`src/pps_pkg.sv`:
```
// Shared types, codes and constants for the priority scheduler.
package pps_pkg;

  localparam int NUM_SLOTS_DEF = 8;
  localparam int TIME_BITS_DEF = 16;
  localparam int PRIO_BITS_DEF = 8;

  // Fixed widths of the channel fields
  localparam int SLOT_FIELD_W = 3;
  localparam int TIME_FIELD_W = 16;
  localparam int PRIO_FIELD_W = 8;
  localparam int SUM_W        = 32;

  typedef enum logic {
    REQ_LOAD = 1'b0,
    REQ_TICK = 1'b1
  } req_code_t;

  typedef enum logic [2:0] {
    ST_IDLE,
    ST_SCAN,
    ST_TURN,
    ST_WAIT,
    ST_EMIT
  } pps_state_t;

  typedef struct packed {
    logic wr_en;
    logic rd_en;
  } pps_mem_ctl_t;

  typedef struct packed {
    logic clear;
    logic eval;
  } pps_pick_ctl_t;

endpackage

```
`src/pps_if.sv`:
```
// Request and response channel interfaces.
interface pps_req_if;
  logic                            valid;
  logic                            ready;
  logic                            req_type;
  logic [pps_pkg::SLOT_FIELD_W-1:0] slot;
  logic [pps_pkg::TIME_FIELD_W-1:0] arrival;
  logic [pps_pkg::TIME_FIELD_W-1:0] burst;
  logic [pps_pkg::PRIO_FIELD_W-1:0] priority_req;

  modport source (output valid, req_type, slot, arrival, burst, priority_req, input ready);
  modport sink   (input valid, req_type, slot, arrival, burst, priority_req, output ready);
endinterface

interface pps_rsp_if;
  logic                            valid;
  logic                            ready;
  logic                            idle;
  logic [pps_pkg::SLOT_FIELD_W-1:0] chosen_slot;
  logic                            finished;
  logic [pps_pkg::TIME_FIELD_W-1:0] waiting;
  logic [pps_pkg::TIME_FIELD_W-1:0] turnaround;
  logic [pps_pkg::SUM_W-1:0]        total_waiting;
  logic [pps_pkg::SUM_W-1:0]        total_turnaround;
  logic                            all_done;

  modport source (output valid, idle, chosen_slot, finished, waiting, turnaround,
                  total_waiting, total_turnaround, all_done, input ready);
  modport sink   (input valid, idle, chosen_slot, finished, waiting, turnaround,
                  total_waiting, total_turnaround, all_done, output ready);
endinterface

```
`src/pps_slot_store.sv`:
```
// Job slot memory: one write port, one registered read port, per-entry valid bits.
module pps_slot_store #(
  parameter int DEPTH  = pps_pkg::NUM_SLOTS_DEF,
  parameter int WIDTH  = 3 * pps_pkg::TIME_BITS_DEF + pps_pkg::PRIO_BITS_DEF,
  parameter int ADDR_W = $clog2(pps_pkg::NUM_SLOTS_DEF)
) (
  input  logic                 clk,
  input  logic                 rst,
  input  pps_pkg::pps_mem_ctl_t ctl,
  input  logic [ADDR_W-1:0]    wr_addr,
  input  logic [WIDTH-1:0]     wr_data,
  input  logic [ADDR_W-1:0]    rd_addr,
  output logic [WIDTH-1:0]     rd_data
);

  logic [WIDTH-1:0] mem [DEPTH];
  logic [DEPTH-1:0] valid;

  always_ff @(posedge clk) begin
    if (rst) begin
      valid <= '0;
    end else if (ctl.wr_en) begin
      valid[wr_addr] <= 1'b1;
    end
  end

  always_ff @(posedge clk) begin
    if (ctl.wr_en) begin
      mem[wr_addr] <= wr_data;
    end
  end

  // never-written entries read as zero
  always_ff @(posedge clk) begin
    if (ctl.rd_en) begin
      rd_data <= valid[rd_addr] ? mem[rd_addr] : '0;
    end
  end

endmodule

```
`src/pps_picker.sv`:
```
// Running selection over the slot stream: best ready job and count of busy slots.
module pps_picker #(
  parameter int SLOT_W    = $clog2(pps_pkg::NUM_SLOTS_DEF),
  parameter int CNT_W     = $clog2(pps_pkg::NUM_SLOTS_DEF + 1),
  parameter int TIME_BITS = pps_pkg::TIME_BITS_DEF,
  parameter int PRIO_BITS = pps_pkg::PRIO_BITS_DEF
) (
  input  logic                  clk,
  input  logic                  rst,
  input  pps_pkg::pps_pick_ctl_t ctl,
  input  logic [SLOT_W-1:0]     idx,
  input  logic [TIME_BITS-1:0]  arr,
  input  logic [TIME_BITS-1:0]  rem,
  input  logic [TIME_BITS-1:0]  bst,
  input  logic [PRIO_BITS-1:0]  prio,
  input  logic [TIME_BITS-1:0]  tick,
  output logic                  found,
  output logic [SLOT_W-1:0]     best_slot,
  output logic [TIME_BITS-1:0]  best_arr,
  output logic [TIME_BITS-1:0]  best_rem,
  output logic [TIME_BITS-1:0]  best_burst,
  output logic [PRIO_BITS-1:0]  best_prio,
  output logic [CNT_W-1:0]      busy_cnt
);

  logic busy;
  logic take;

  assign busy = (rem != '0);
  // strict compare keeps the lowest slot on a tie
  assign take = ctl.eval && busy && (arr <= tick) && (!found || (prio < best_prio));

  always_ff @(posedge clk) begin
    if (rst || ctl.clear) begin
      found    <= 1'b0;
      busy_cnt <= '0;
    end else if (ctl.eval) begin
      if (take) begin
        found <= 1'b1;
      end
      if (busy) begin
        busy_cnt <= busy_cnt + CNT_W'(1);
      end
    end
  end

  always_ff @(posedge clk) begin
    if (take) begin
      best_slot  <= idx;
      best_arr   <= arr;
      best_rem   <= rem;
      best_burst <= bst;
      best_prio  <= prio;
    end
  end

endmodule

```
`src/preemptive_priority_scheduler.sv`:
```
// Preemptive priority scheduler: job slots in a memory, one tick per scan.
//
// A load item writes one job slot; a load into a slot at or beyond NUM_SLOTS is dropped.
// A tick item scans all slots: the slot memory has one read port, so the scan reads
// one slot per cycle, and then the TURN, WAIT and EMIT states write back the remaining
// work, work out turnaround and waiting time and register the response. The next item
// is taken while a response still waits on the output; a further tick holds in its
// last step until that response is taken. The slot memory needs no clearing pass
// after reset: per-slot valid bits make unwritten slots read as empty.
module preemptive_priority_scheduler #(
  parameter int NUM_SLOTS = pps_pkg::NUM_SLOTS_DEF,
  parameter int TIME_BITS = pps_pkg::TIME_BITS_DEF,
  parameter int PRIO_BITS = pps_pkg::PRIO_BITS_DEF
) (
  input logic     clk,
  input logic     rst,
  pps_req_if.sink req,
  pps_rsp_if.source rsp
);

  localparam int SLOT_W  = $clog2(NUM_SLOTS);
  localparam int CNT_W   = $clog2(NUM_SLOTS + 1);
  localparam int ENTRY_W = 3 * TIME_BITS + PRIO_BITS;
  localparam logic [TIME_BITS-1:0] TIME_MAX = '1;
  localparam logic [SLOT_W-1:0]    LAST_SLOT = SLOT_W'(NUM_SLOTS - 1);

  pps_pkg::pps_state_t    state, state_next;
  pps_pkg::pps_mem_ctl_t  mem_ctl;
  pps_pkg::pps_pick_ctl_t pick_ctl;

  logic [SLOT_W-1:0]    wr_addr;
  logic [ENTRY_W-1:0]   wr_data;
  logic [ENTRY_W-1:0]   rd_data;
  logic [CNT_W-1:0]     issue_cnt;
  logic                 eval_vld;
  logic [SLOT_W-1:0]    eval_idx;
  logic                 emit;

  logic [TIME_BITS-1:0] tick;
  logic [TIME_BITS-1:0] end_tick;
  logic                 done;
  logic [TIME_BITS-1:0] tat;
  logic [TIME_BITS-1:0] wt;
  logic [pps_pkg::SUM_W-1:0] wait_sum;
  logic [pps_pkg::SUM_W-1:0] turn_sum;

  logic                 found;
  logic [SLOT_W-1:0]    best_slot;
  logic [TIME_BITS-1:0] best_arr, best_rem, best_burst;
  logic [PRIO_BITS-1:0] best_prio;
  logic [CNT_W-1:0]     busy_cnt;

  logic                 rsp_vld;
  logic                 rsp_idle;
  logic [pps_pkg::SLOT_FIELD_W-1:0] rsp_slot;
  logic                 rsp_fin;
  logic [pps_pkg::TIME_FIELD_W-1:0] rsp_wt;
  logic [pps_pkg::TIME_FIELD_W-1:0] rsp_tat;
  logic [pps_pkg::SUM_W-1:0] rsp_wsum;
  logic [pps_pkg::SUM_W-1:0] rsp_tsum;
  logic                 rsp_all_done;

  // entry layout: {arrival, remaining, burst, priority}
  pps_slot_store #(
    .DEPTH  (NUM_SLOTS),
    .WIDTH  (ENTRY_W),
    .ADDR_W (SLOT_W)
  ) u_store (
    .clk     (clk),
    .rst     (rst),
    .ctl     (mem_ctl),
    .wr_addr (wr_addr),
    .wr_data (wr_data),
    .rd_addr (issue_cnt[SLOT_W-1:0]),
    .rd_data (rd_data)
  );

  pps_picker #(
    .SLOT_W    (SLOT_W),
    .CNT_W     (CNT_W),
    .TIME_BITS (TIME_BITS),
    .PRIO_BITS (PRIO_BITS)
  ) u_picker (
    .clk        (clk),
    .rst        (rst),
    .ctl        (pick_ctl),
    .idx        (eval_idx),
    .arr        (rd_data[ENTRY_W-1 -: TIME_BITS]),
    .rem        (rd_data[ENTRY_W-TIME_BITS-1 -: TIME_BITS]),
    .bst        (rd_data[PRIO_BITS +: TIME_BITS]),
    .prio       (rd_data[PRIO_BITS-1:0]),
    .tick       (tick),
    .found      (found),
    .best_slot  (best_slot),
    .best_arr   (best_arr),
    .best_rem   (best_rem),
    .best_burst (best_burst),
    .best_prio  (best_prio),
    .busy_cnt   (busy_cnt)
  );

  always_ff @(posedge clk) begin
    if (rst) begin
      state <= pps_pkg::ST_IDLE;
    end else begin
      state <= state_next;
    end
  end

  always_comb begin
    state_next = state;
    req.ready  = 1'b0;
    mem_ctl    = '0;
    pick_ctl   = '0;
    emit       = 1'b0;
    wr_addr    = SLOT_W'(req.slot);
    wr_data    = {TIME_BITS'(req.arrival), TIME_BITS'(req.burst), TIME_BITS'(req.burst),
                  PRIO_BITS'(req.priority_req)};
    unique case (state)
      pps_pkg::ST_IDLE: begin
        req.ready = 1'b1;
        if (req.valid) begin
          if (req.req_type == pps_pkg::REQ_TICK) begin
            pick_ctl.clear = 1'b1;
            state_next     = pps_pkg::ST_SCAN;
          end else begin
            mem_ctl.wr_en = (32'(req.slot) < NUM_SLOTS);
          end
        end
      end
      pps_pkg::ST_SCAN: begin
        mem_ctl.rd_en = (issue_cnt < CNT_W'(NUM_SLOTS));
        pick_ctl.eval = eval_vld;
        if (eval_vld && (eval_idx == LAST_SLOT)) begin
          state_next = pps_pkg::ST_TURN;
        end
      end
      pps_pkg::ST_TURN: begin
        mem_ctl.wr_en = found;
        wr_addr       = best_slot;
        wr_data       = {best_arr, best_rem - TIME_BITS'(1), best_burst, best_prio};
        state_next    = pps_pkg::ST_WAIT;
      end
      pps_pkg::ST_WAIT: begin
        state_next = pps_pkg::ST_EMIT;
      end
      pps_pkg::ST_EMIT: begin
        if (!rsp_vld || rsp.ready) begin
          emit       = 1'b1;
          state_next = pps_pkg::ST_IDLE;
        end
      end
      default: state_next = pps_pkg::ST_IDLE;
    endcase
  end

  // scan read pipeline
  always_ff @(posedge clk) begin
    if (rst) begin
      eval_vld <= 1'b0;
    end else begin
      eval_vld <= mem_ctl.rd_en;
    end
  end

  always_ff @(posedge clk) begin
    eval_idx <= issue_cnt[SLOT_W-1:0];
    if (state == pps_pkg::ST_IDLE) begin
      issue_cnt <= '0;
      end_tick  <= (tick == TIME_MAX) ? tick : tick + TIME_BITS'(1);
    end else if (mem_ctl.rd_en) begin
      issue_cnt <= issue_cnt + CNT_W'(1);
    end
  end

  // completion accounting; tat and wt stay zero unless the job completed
  always_ff @(posedge clk) begin
    if (state == pps_pkg::ST_TURN) begin
      done <= found && (best_rem == TIME_BITS'(1));
      tat  <= (found && (best_rem == TIME_BITS'(1)) && (end_tick > best_arr)) ?
              end_tick - best_arr : '0;
    end
    if (state == pps_pkg::ST_WAIT) begin
      wt <= (done && (tat > best_burst)) ? tat - best_burst : '0;
    end
  end

  always_ff @(posedge clk) begin
    if (rst) begin
      tick     <= '0;
      wait_sum <= '0;
      turn_sum <= '0;
    end else if (emit) begin
      tick     <= end_tick;
      wait_sum <= wait_sum + pps_pkg::SUM_W'(wt);
      turn_sum <= turn_sum + pps_pkg::SUM_W'(tat);
    end
  end

  // response register
  always_ff @(posedge clk) begin
    if (rst) begin
      rsp_vld <= 1'b0;
    end else if (emit) begin
      rsp_vld <= 1'b1;
    end else if (rsp.ready) begin
      rsp_vld <= 1'b0;
    end
  end

  always_ff @(posedge clk) begin
    if (emit) begin
      rsp_idle     <= !found;
      rsp_slot     <= found ? pps_pkg::SLOT_FIELD_W'(best_slot) : '0;
      rsp_fin      <= done;
      rsp_wt       <= pps_pkg::TIME_FIELD_W'(wt);
      rsp_tat      <= pps_pkg::TIME_FIELD_W'(tat);
      rsp_wsum     <= wait_sum + pps_pkg::SUM_W'(wt);
      rsp_tsum     <= turn_sum + pps_pkg::SUM_W'(tat);
      rsp_all_done <= (busy_cnt == CNT_W'(done));
    end
  end

  assign rsp.valid            = rsp_vld;
  assign rsp.idle             = rsp_idle;
  assign rsp.chosen_slot      = rsp_slot;
  assign rsp.finished         = rsp_fin;
  assign rsp.waiting          = rsp_wt;
  assign rsp.turnaround       = rsp_tat;
  assign rsp.total_waiting    = rsp_wsum;
  assign rsp.total_turnaround = rsp_tsum;
  assign rsp.all_done         = rsp_all_done;

endmodule

```
`src/flat_wrapper.sv`:
```
// flat-port wrapper written by rule: the top's interface ports become plain ports
module preemptive_priority_scheduler_flat 
#(
  parameter int NUM_SLOTS = pps_pkg::NUM_SLOTS_DEF,
  parameter int TIME_BITS = pps_pkg::TIME_BITS_DEF,
  parameter int PRIO_BITS = pps_pkg::PRIO_BITS_DEF
)
  (clk, rst, req_valid, req_req_type, req_slot, req_arrival, req_burst, req_priority_req, req_ready, rsp_valid, rsp_idle, rsp_chosen_slot, rsp_finished, rsp_waiting, rsp_turnaround, rsp_total_waiting, rsp_total_turnaround, rsp_all_done, rsp_ready);
  pps_req_if req_i ();
  pps_rsp_if rsp_i ();
  input logic clk;
  input logic rst;
  input wire logic [$bits(req_i.valid)-1:0] req_valid;
  input wire logic [$bits(req_i.req_type)-1:0] req_req_type;
  input wire logic [$bits(req_i.slot)-1:0] req_slot;
  input wire logic [$bits(req_i.arrival)-1:0] req_arrival;
  input wire logic [$bits(req_i.burst)-1:0] req_burst;
  input wire logic [$bits(req_i.priority_req)-1:0] req_priority_req;
  output wire logic [$bits(req_i.ready)-1:0] req_ready;
  output wire logic [$bits(rsp_i.valid)-1:0] rsp_valid;
  output wire logic [$bits(rsp_i.idle)-1:0] rsp_idle;
  output wire logic [$bits(rsp_i.chosen_slot)-1:0] rsp_chosen_slot;
  output wire logic [$bits(rsp_i.finished)-1:0] rsp_finished;
  output wire logic [$bits(rsp_i.waiting)-1:0] rsp_waiting;
  output wire logic [$bits(rsp_i.turnaround)-1:0] rsp_turnaround;
  output wire logic [$bits(rsp_i.total_waiting)-1:0] rsp_total_waiting;
  output wire logic [$bits(rsp_i.total_turnaround)-1:0] rsp_total_turnaround;
  output wire logic [$bits(rsp_i.all_done)-1:0] rsp_all_done;
  input wire logic [$bits(rsp_i.ready)-1:0] rsp_ready;
  assign req_i.valid = req_valid;
  assign req_i.req_type = req_req_type;
  assign req_i.slot = req_slot;
  assign req_i.arrival = req_arrival;
  assign req_i.burst = req_burst;
  assign req_i.priority_req = req_priority_req;
  assign req_ready = req_i.ready;
  assign rsp_valid = rsp_i.valid;
  assign rsp_idle = rsp_i.idle;
  assign rsp_chosen_slot = rsp_i.chosen_slot;
  assign rsp_finished = rsp_i.finished;
  assign rsp_waiting = rsp_i.waiting;
  assign rsp_turnaround = rsp_i.turnaround;
  assign rsp_total_waiting = rsp_i.total_waiting;
  assign rsp_total_turnaround = rsp_i.total_turnaround;
  assign rsp_all_done = rsp_i.all_done;
  assign rsp_i.ready = rsp_ready;
  preemptive_priority_scheduler #(.NUM_SLOTS(NUM_SLOTS), .TIME_BITS(TIME_BITS), .PRIO_BITS(PRIO_BITS)) u_core (.clk(clk), .rst(rst), .req(req_i), .rsp(rsp_i));
endmodule
```
`config.mk`:
```
export PLATFORM = sky130hd
export DESIGN_NAME = preemptive_priority_scheduler_flat
export DESIGN_NICKNAME = d
export VERILOG_FILES = /design/src/pps_pkg.sv /design/src/pps_if.sv /design/src/pps_slot_store.sv /design/src/pps_picker.sv /design/src/preemptive_priority_scheduler.sv /design/src/flat_wrapper.sv
export SDC_FILE = /design/constraint.sdc
export NUM_CORES = 1
export LEC_CHECK = 0
export BUFFER_PORTS_ARGS = -buffer_cell sky130_fd_sc_hd__buf_2
export CORE_ASPECT_RATIO = 1.2
export CORE_MARGIN = 2
export CORE_UTILIZATION = 25
export DETAILED_ROUTE_END_ITERATION = 8
export GPL_TIMING_DRIVEN = 1
export SLEW_MARGIN = 20
export SYNTH_ARGS = -nofsm -noshare
export SYNTH_HDL_FRONTEND = slang
export SYNTH_SLANG_ARGS = --single-unit
```
`constraint.sdc`:
```
create_clock -name clk -period 7.3 [get_ports clk]
set_input_delay 1.095 -clock clk [delete_from_list [all_inputs] [get_ports clk]]
set_output_delay 1.095 -clock clk [all_outputs]
set_load 0.1 [all_outputs]
```
# Word level (Yosys, flattened, before mapping)
# Memories as Yosys holds them, arrays and structs flattened. A register that Yosys moved wholly into a read port is not among the register bits.
# Cells that the tools add are included.
[totals]
ff_bits = 315
ramBits = 448
in_bits = 48
out_inout_bits = 104
n_memories = 1
[classes]
n_addsub = 8
order_cmp = 8
n_eq_ne = 12
muxes = 27
bitwise = 1
reduce_logical = 20
[mem_list]
columns = ["name", "words", "word_bits", "read_ports", "rd_ports_with_merged_regs", "write_ports", "line_no", "source"]
rows = [
  ["u_core.u_store.mem", 8, 56, 1, 1, 1, "pps_slot_store.sv:16", "logic [WIDTH-1:0] mem [DEPTH];"],
]
[op_table]
columns = ["cell", "n"]
rows = [
  ["32-bit by 16-bit adder with 32-bit output", 2],
  ["56-bit two-way mux", 1],
  ["16-bit greater-than comparator", 2],
  ["16-bit subtractor", 2],
  ["16-bit by 1-bit adder with 16-bit output (second input constant)", 1],
  ["16-bit by 1-bit equality test with 1-bit output (second input constant)", 1],
  ["16-bit equality test (second input constant)", 1],
  ["16-bit less-or-equal comparator", 1],
  ["1-bit two-way mux", 16],
  ["16-bit two-way mux", 1],
  ["16-bit nonzero test", 1],
  ["16-bit by 1-bit subtractor with 16-bit output (second input constant)", 1],
  ["3-bit two-way mux", 5],
  ["3-bit one-hot mux with 5 select lines", 1],
  ["4-bit by 1-bit adder with 4-bit output (second input constant)", 2],
  ["1-bit logical AND", 8],
  ["3-bit by 4-bit < comparator with 1-bit output (second input constant)", 2],
  ["8-bit < comparator", 1],
  ["8-bit bitwise OR", 1],
  ["3-bit by 2-bit equality test with 1-bit output (second input constant)", 2],
  ["3-bit equality test (second input constant)", 2],
  ["4-bit by 1-bit equality test with 1-bit output", 1],
  ["4-bit < comparator (second input constant)", 1],
  ["2-bit by 1-bit != test with 1-bit output (second input constant)", 2],
  ["12 further kinds", 18],
]

# Depth between registers and ports, before layout
[logic_depth]
depth_word = 7
mapped_depth = 11

# Cells and area by module
# A second synthesis with hierarchy kept.
[hier_totals]
cells_unflattened = 2384
hier_area_um2 = 35012.3
[modules_own_cells]
columns = ["module", "n_inst", "cells_each", "area_per_inst_um2"]
rows = [
  ["pps_slot_store", 1, 801, 19017.0],
  ["preemptive_priority_scheduler", 1, 1411, 13362.8],
  ["pps_picker", 1, 172, 2632.5],
]

# Worst setup path before layout
# Ideal clock, no wire load.
[synth_timing]
path_kind = "reg2reg"
from = "register u_core.state[2]"
to = "memory u_core.u_store.mem[3][0] (netlist bit), enable pin"
setup_ns = 0.472
arrival_time_ns = 7.211
required_time_ns = 6.828
slack_ns = -0.382
stages_incl_launch_ff = 6
path_buffers = 1
synth_period_minus_slack_ns = 7.682
path_cell_list = "dfxtp_1 clkbuf_1 nor3_1 a32oi_1 or2_2 nor2_1"
[synth_via]
elab_chain_cells = 4
word_cells_on_any_way = 6
[synth_lines]
columns = ["item", "line_no", "source"]
rows = [
  ["from (decl)", "preemptive_priority_scheduler.sv:27", "pps_pkg::pps_state_t state, state_next;"],
  ["from (signal assigned)", "preemptive_priority_scheduler.sv:104", "state <= pps_pkg::ST_IDLE;"],
  ["from (signal assigned)", "preemptive_priority_scheduler.sv:106", "state <= state_next;"],
  ["3-bit by 2-bit equality test with 1-bit output or 3-bit logical NOT (tied branches)", "preemptive_priority_scheduler.sv:119", "unique case (state)"],
  ["1-bit one-hot mux with 2 select lines", "preemptive_priority_scheduler.sv:119", ""],
  ["1-bit two-way mux", "pps_slot_store.sv:28", "if (ctl.wr_en) begin"],
  ["1-bit two-way mux (not written as such)", "pps_slot_store.sv:29", "mem[wr_addr] <= wr_data;"],
  ["to (decl)", "pps_slot_store.sv:16", ""],
]
# Parallel ways exist; a longest one is shown, timed or not.

# Final worst setup path
[layout_timing]
from = "register u_core.state[2]"
to = "memory u_core.u_store.mem[4][18] (netlist bit), enable pin"
# The elaborated chain is that of the path after synthesis.

==> run summary <==
### Synth
- number of synthesized flops with an enable pin: 714
- count of state elements after synthesis: 819
- number of instances in the synthesized netlist: 2,303
- per-instance average area after synthesis: 14.9 um^2
- cell with the most instances after synthesis: sky130_fd_sc_hd__edfxtp_1
- synth top area cells: sky130_fd_sc_hd__edfxtp_1 (62%), sky130_fd_sc_hd__mux4_2 (7.5%), sky130_fd_sc_hd__dfxtp_1 (6.1%)
- post-synthesis net count: 2,447
- cell type with the largest total area after synthesis: sky130_fd_sc_hd__edfxtp_1
- Synth warnings: 0
- most common library cells after synthesis: sky130_fd_sc_hd__edfxtp_1 (714), sky130_fd_sc_hd__nor2_1 (211), sky130_fd_sc_hd__nand2_1 (186)
- share of the synthesized area in the top cell type: 62.3%
- cell area after technology mapping: 34,400 um^2
- sequential area share after synthesis: 68.4%
- number of unique standard cell types used by synthesis: 65
- Synth Flop Type: sky130_fd_sc_hd__edfxtp_1
- Async SR Flop Fraction: 0%

### Detailed routing
- via count: 19,400
- DR DRC count: 0
- length of the first detailed-routing pass in iterations: 5
- per-cell routed wire length: 18.4 um
- count of antenna-violating nets left after detailed routing: 0
- per-cell via count in the routed design: 4.45
- wire length after detailed routing: 80,400 um
- drt initial violations: 1,564

### Worst setup path
- CP Capture Point: u_core.u_store.mem[4][18]
- reg-to-reg setup timing slack: 2580 ps
- Data required, critical path: 7560 ps
- depth of the most critical reg-to-reg path: 6
- startpoint of the lowest-slack register-to-register path: u_core.state[2]
- kind of end point of the critical path: flop
- Critical Path AT: 4970 ps
- type of the worst setup path: flop to flop
- startpoint of the most critical setup path: u_core.state[2]
- nature of the critical path startpoint: flop
- reg-to-reg endpoint: u_core.u_store.mem[4][18]
- worst-path fanout max: 50

### Power and ir drop
- combinational group share of total power: 2.5%
- PnR Total Power: 9.77 mW
- power density over the cells: 243 nW/um^2
- share of total power consumed by net switching: 20.4%
- part of the total power dissipated in the clock network: 44.8%
- IR drop worst, VDD: 156 uV
- leakage power summed over all cells: 13.4 nW
- net switching component of the power: 1.99 mW
- power share of the sequential group: 52.7%
- internal portion of total power: 7.78 mW

### Clock network
- clock root buffer: sky130_fd_sc_hd__clkbuf_16
- worst-skew pair later-pin latency: 640 ps
- hold-fix buffer count after cts: 0
- cells resized by post-CTS repair: 0
- TritonCTS clock tree: done
- Post-CTS Repair Setup Buffers: 0
- Num CTS Buffers: 86
- clock edge transition at the registers on the reported setup and hold paths: 60 ps
- number of clock sinks seen by CTS: 819
- H-tree Lvls: 3
- number of buffers on the longest clock path: 3

### Finish
- Syn-to-layout area delta: 17.1%
- end-of-flow core utilization: 29.4%
- proportion of layout cells with a drive suffix above 1: 18.2%
- number of nets in the layout: 2,617

### Flow run
- Maximum Capacitance Violations: 0

### Global routing
- antenna violations before repair: 19
- total track usage: 11.2%
- vias in the first global route: 19,300
- overflow left after global routing: 0
- global-route wire length before repair: 121,000 um
- pin count of the biggest net entering global routing: 76

### Place
- placer's final routability congestion estimate: 0.822
- dpl ws: 2720 ps
- IO buf count: 151
- dpl hpwl: 53,200 um

### STA
- Fin Setup TNS: 0 ps
- Final Worst Setup Slack: 2580 ps
- upper clock frequency limit: 212 MHz
- largest clock skew in the final design: 28.0 ps
- RSZ-0062 raised after global routing: false
- max_slew headroom: 32.4%
- part of the cycle the worst path needs: 64.6%
- Period minus WS final: 4720 ps
- final hold violation count: 0
- Least-Margin Pin Slew: 1010 ps
- total of endpoints with negative setup slack in the final report: 0
- Final Slew Violations: 0

### Die
- number of placed I/O pins: 152
- Initial Util: 25.1%
- vertical extent of the die: 410 um
- total die area: 141,000 um^2
- overall die width: 343 um
- Core Box Area: 137,000 um^2
- total number of placement rows: 149

### Min path
- worst min-delay path category: flop to flop

### Outcome
- result of the run: finished clean

-- state kept, by name, summed over array words and instances (netlist names), 4 cells and up --
register	count
u_core.u_picker.best_rem	16
u_core.u_picker.best_arr	16
u_core.end_tick	16
u_core.rsp.waiting	16
u_core.rsp.total_waiting	32
u_core.wait_sum	32
u_core.rsp.total_turnaround	32
u_core.rsp.turnaround	16
u_core.wt	16
u_core.u_picker.best_burst	16
u_core.issue_cnt	4
u_core.u_store.valid	8
u_core.u_picker.busy_cnt	4
u_core.u_store.mem	448
u_core.u_picker.best_prio	8
u_core.u_store.rd_data	56
u_core.turn_sum	32
u_core.tick	16
u_core.tat	16
-- per-stage QoR --
stage	std cells	cell area [um^2]	hold slack, ps
6_report	4363	40300	419
5_1_grt	4358	40300	424
4_1_cts	4357	40300	417
3_5_place_dp	4197	37400	405
3_3_place_gp	4197	37400	401
2_1_floorplan	2303	34400	329
-- how the worst min path moves through the flow --
stage,from,endpoint,slack [ps],cells after the start
global route,u_core.u_store.rd_data[21],u_core.u_picker.best_burst[13],420,0
detailed placement,u_core.u_store.rd_data[16],u_core.u_picker.best_burst[8],410,0
global placement,u_core.u_store.rd_data[16],u_core.u_picker.best_burst[8],400,0
finish,u_core.u_store.rd_data[19],u_core.u_picker.best_burst[11],420,0
floorplan,u_core.issue_cnt[2],u_core.eval_idx[2],330,0
CTS,u_core.u_store.rd_data[20],u_core.u_picker.best_burst[12],420,0
-- placed cells by master, fill, tap and decap left out, drive strengths merged, types with 4 or more instances in the layout --
cell type	instances
edfxtp	714
nor2	211
nand2	186
buf	177
mux4	114
clkbuf	114
dfxtp	105
a21oi	97
o21ai	95
ha	92
xnor2	77
inv	75
mux2i	61
xor2	51
nor3	42
nand4	34
clkinv	32
a21o	25
nor4	23
nand3	22
nor2b	20
and3	17
a211oi	17
o21a	15
a31oi	11
nor3b	9
nand2b	8
or3	8
o31ai	7
bufinv	7
and2	7
diode	6
o31a	6
or2	6
o21bai	5
clkinvlp	5
o211ai	4
or4	4
fa	4
o41ai	4
-- area by class of cell --
cell class                 count  area [um^2]
clock buffer                 114         2390
multi-input combinational   1316        10300
antenna                        6         15.0
inverter                      73          279
sequential                   819        23600
tap                         1812         2270
fill                       13600        96700
timing repair buffer         177          966
clock inverter                46          480
-- power groups by stage --
stage	registers [mW]	clock network, mW	logic, mW
2_1_floorplan	5.24	0	0.159
5_1_grt	5.15	4.67	0.268
3_5_place_dp	5.25	0	0.248
4_1_cts	5.15	4.48	0.249
6_report	5.15	4.38	0.243
3_3_place_gp	5.25	0	0.243
-- routing by layer --
layer,up-vias,global-route usage [%],share of wire (%)
met3,125,2.41,6.9
met2,513,18.7,48
li1,9100,-,-
met1,9641,14.6,43
met5,-,0,0.14
met4,18,3.37,2.4
-- worst max-delay path, stage by stage, from the launching register on --
cell and delay [ps]:
sky130_fd_sc_hd__dfxtp_1 580, sky130_fd_sc_hd__or3_4 550, sky130_fd_sc_hd__clkinv_1 950, sky130_fd_sc_hd__mux2i_1 500, sky130_fd_sc_hd__nand2b_1 310, sky130_fd_sc_hd__nor2_4 800, sky130_fd_sc_hd__buf_4 620
-- cells by family (layout without fill, tap and decap cells) --
group                      Yosys count  in the layout  share of synthesized area, %
AOI/OAI and AO/OA                  312            312                          5.58
xor gates and xnor gates           128            128                          3.26
adders and majority gates           96             96                          3.58
buffers and inverters              168            410                          1.88
DFF                                819            819                          68.4
muxes                              178            178                          9.33
other                                0              6                             0
and+or+nand+nor                    602            602                          7.96
No activity file was read; power rests on OpenSTA's default activity.
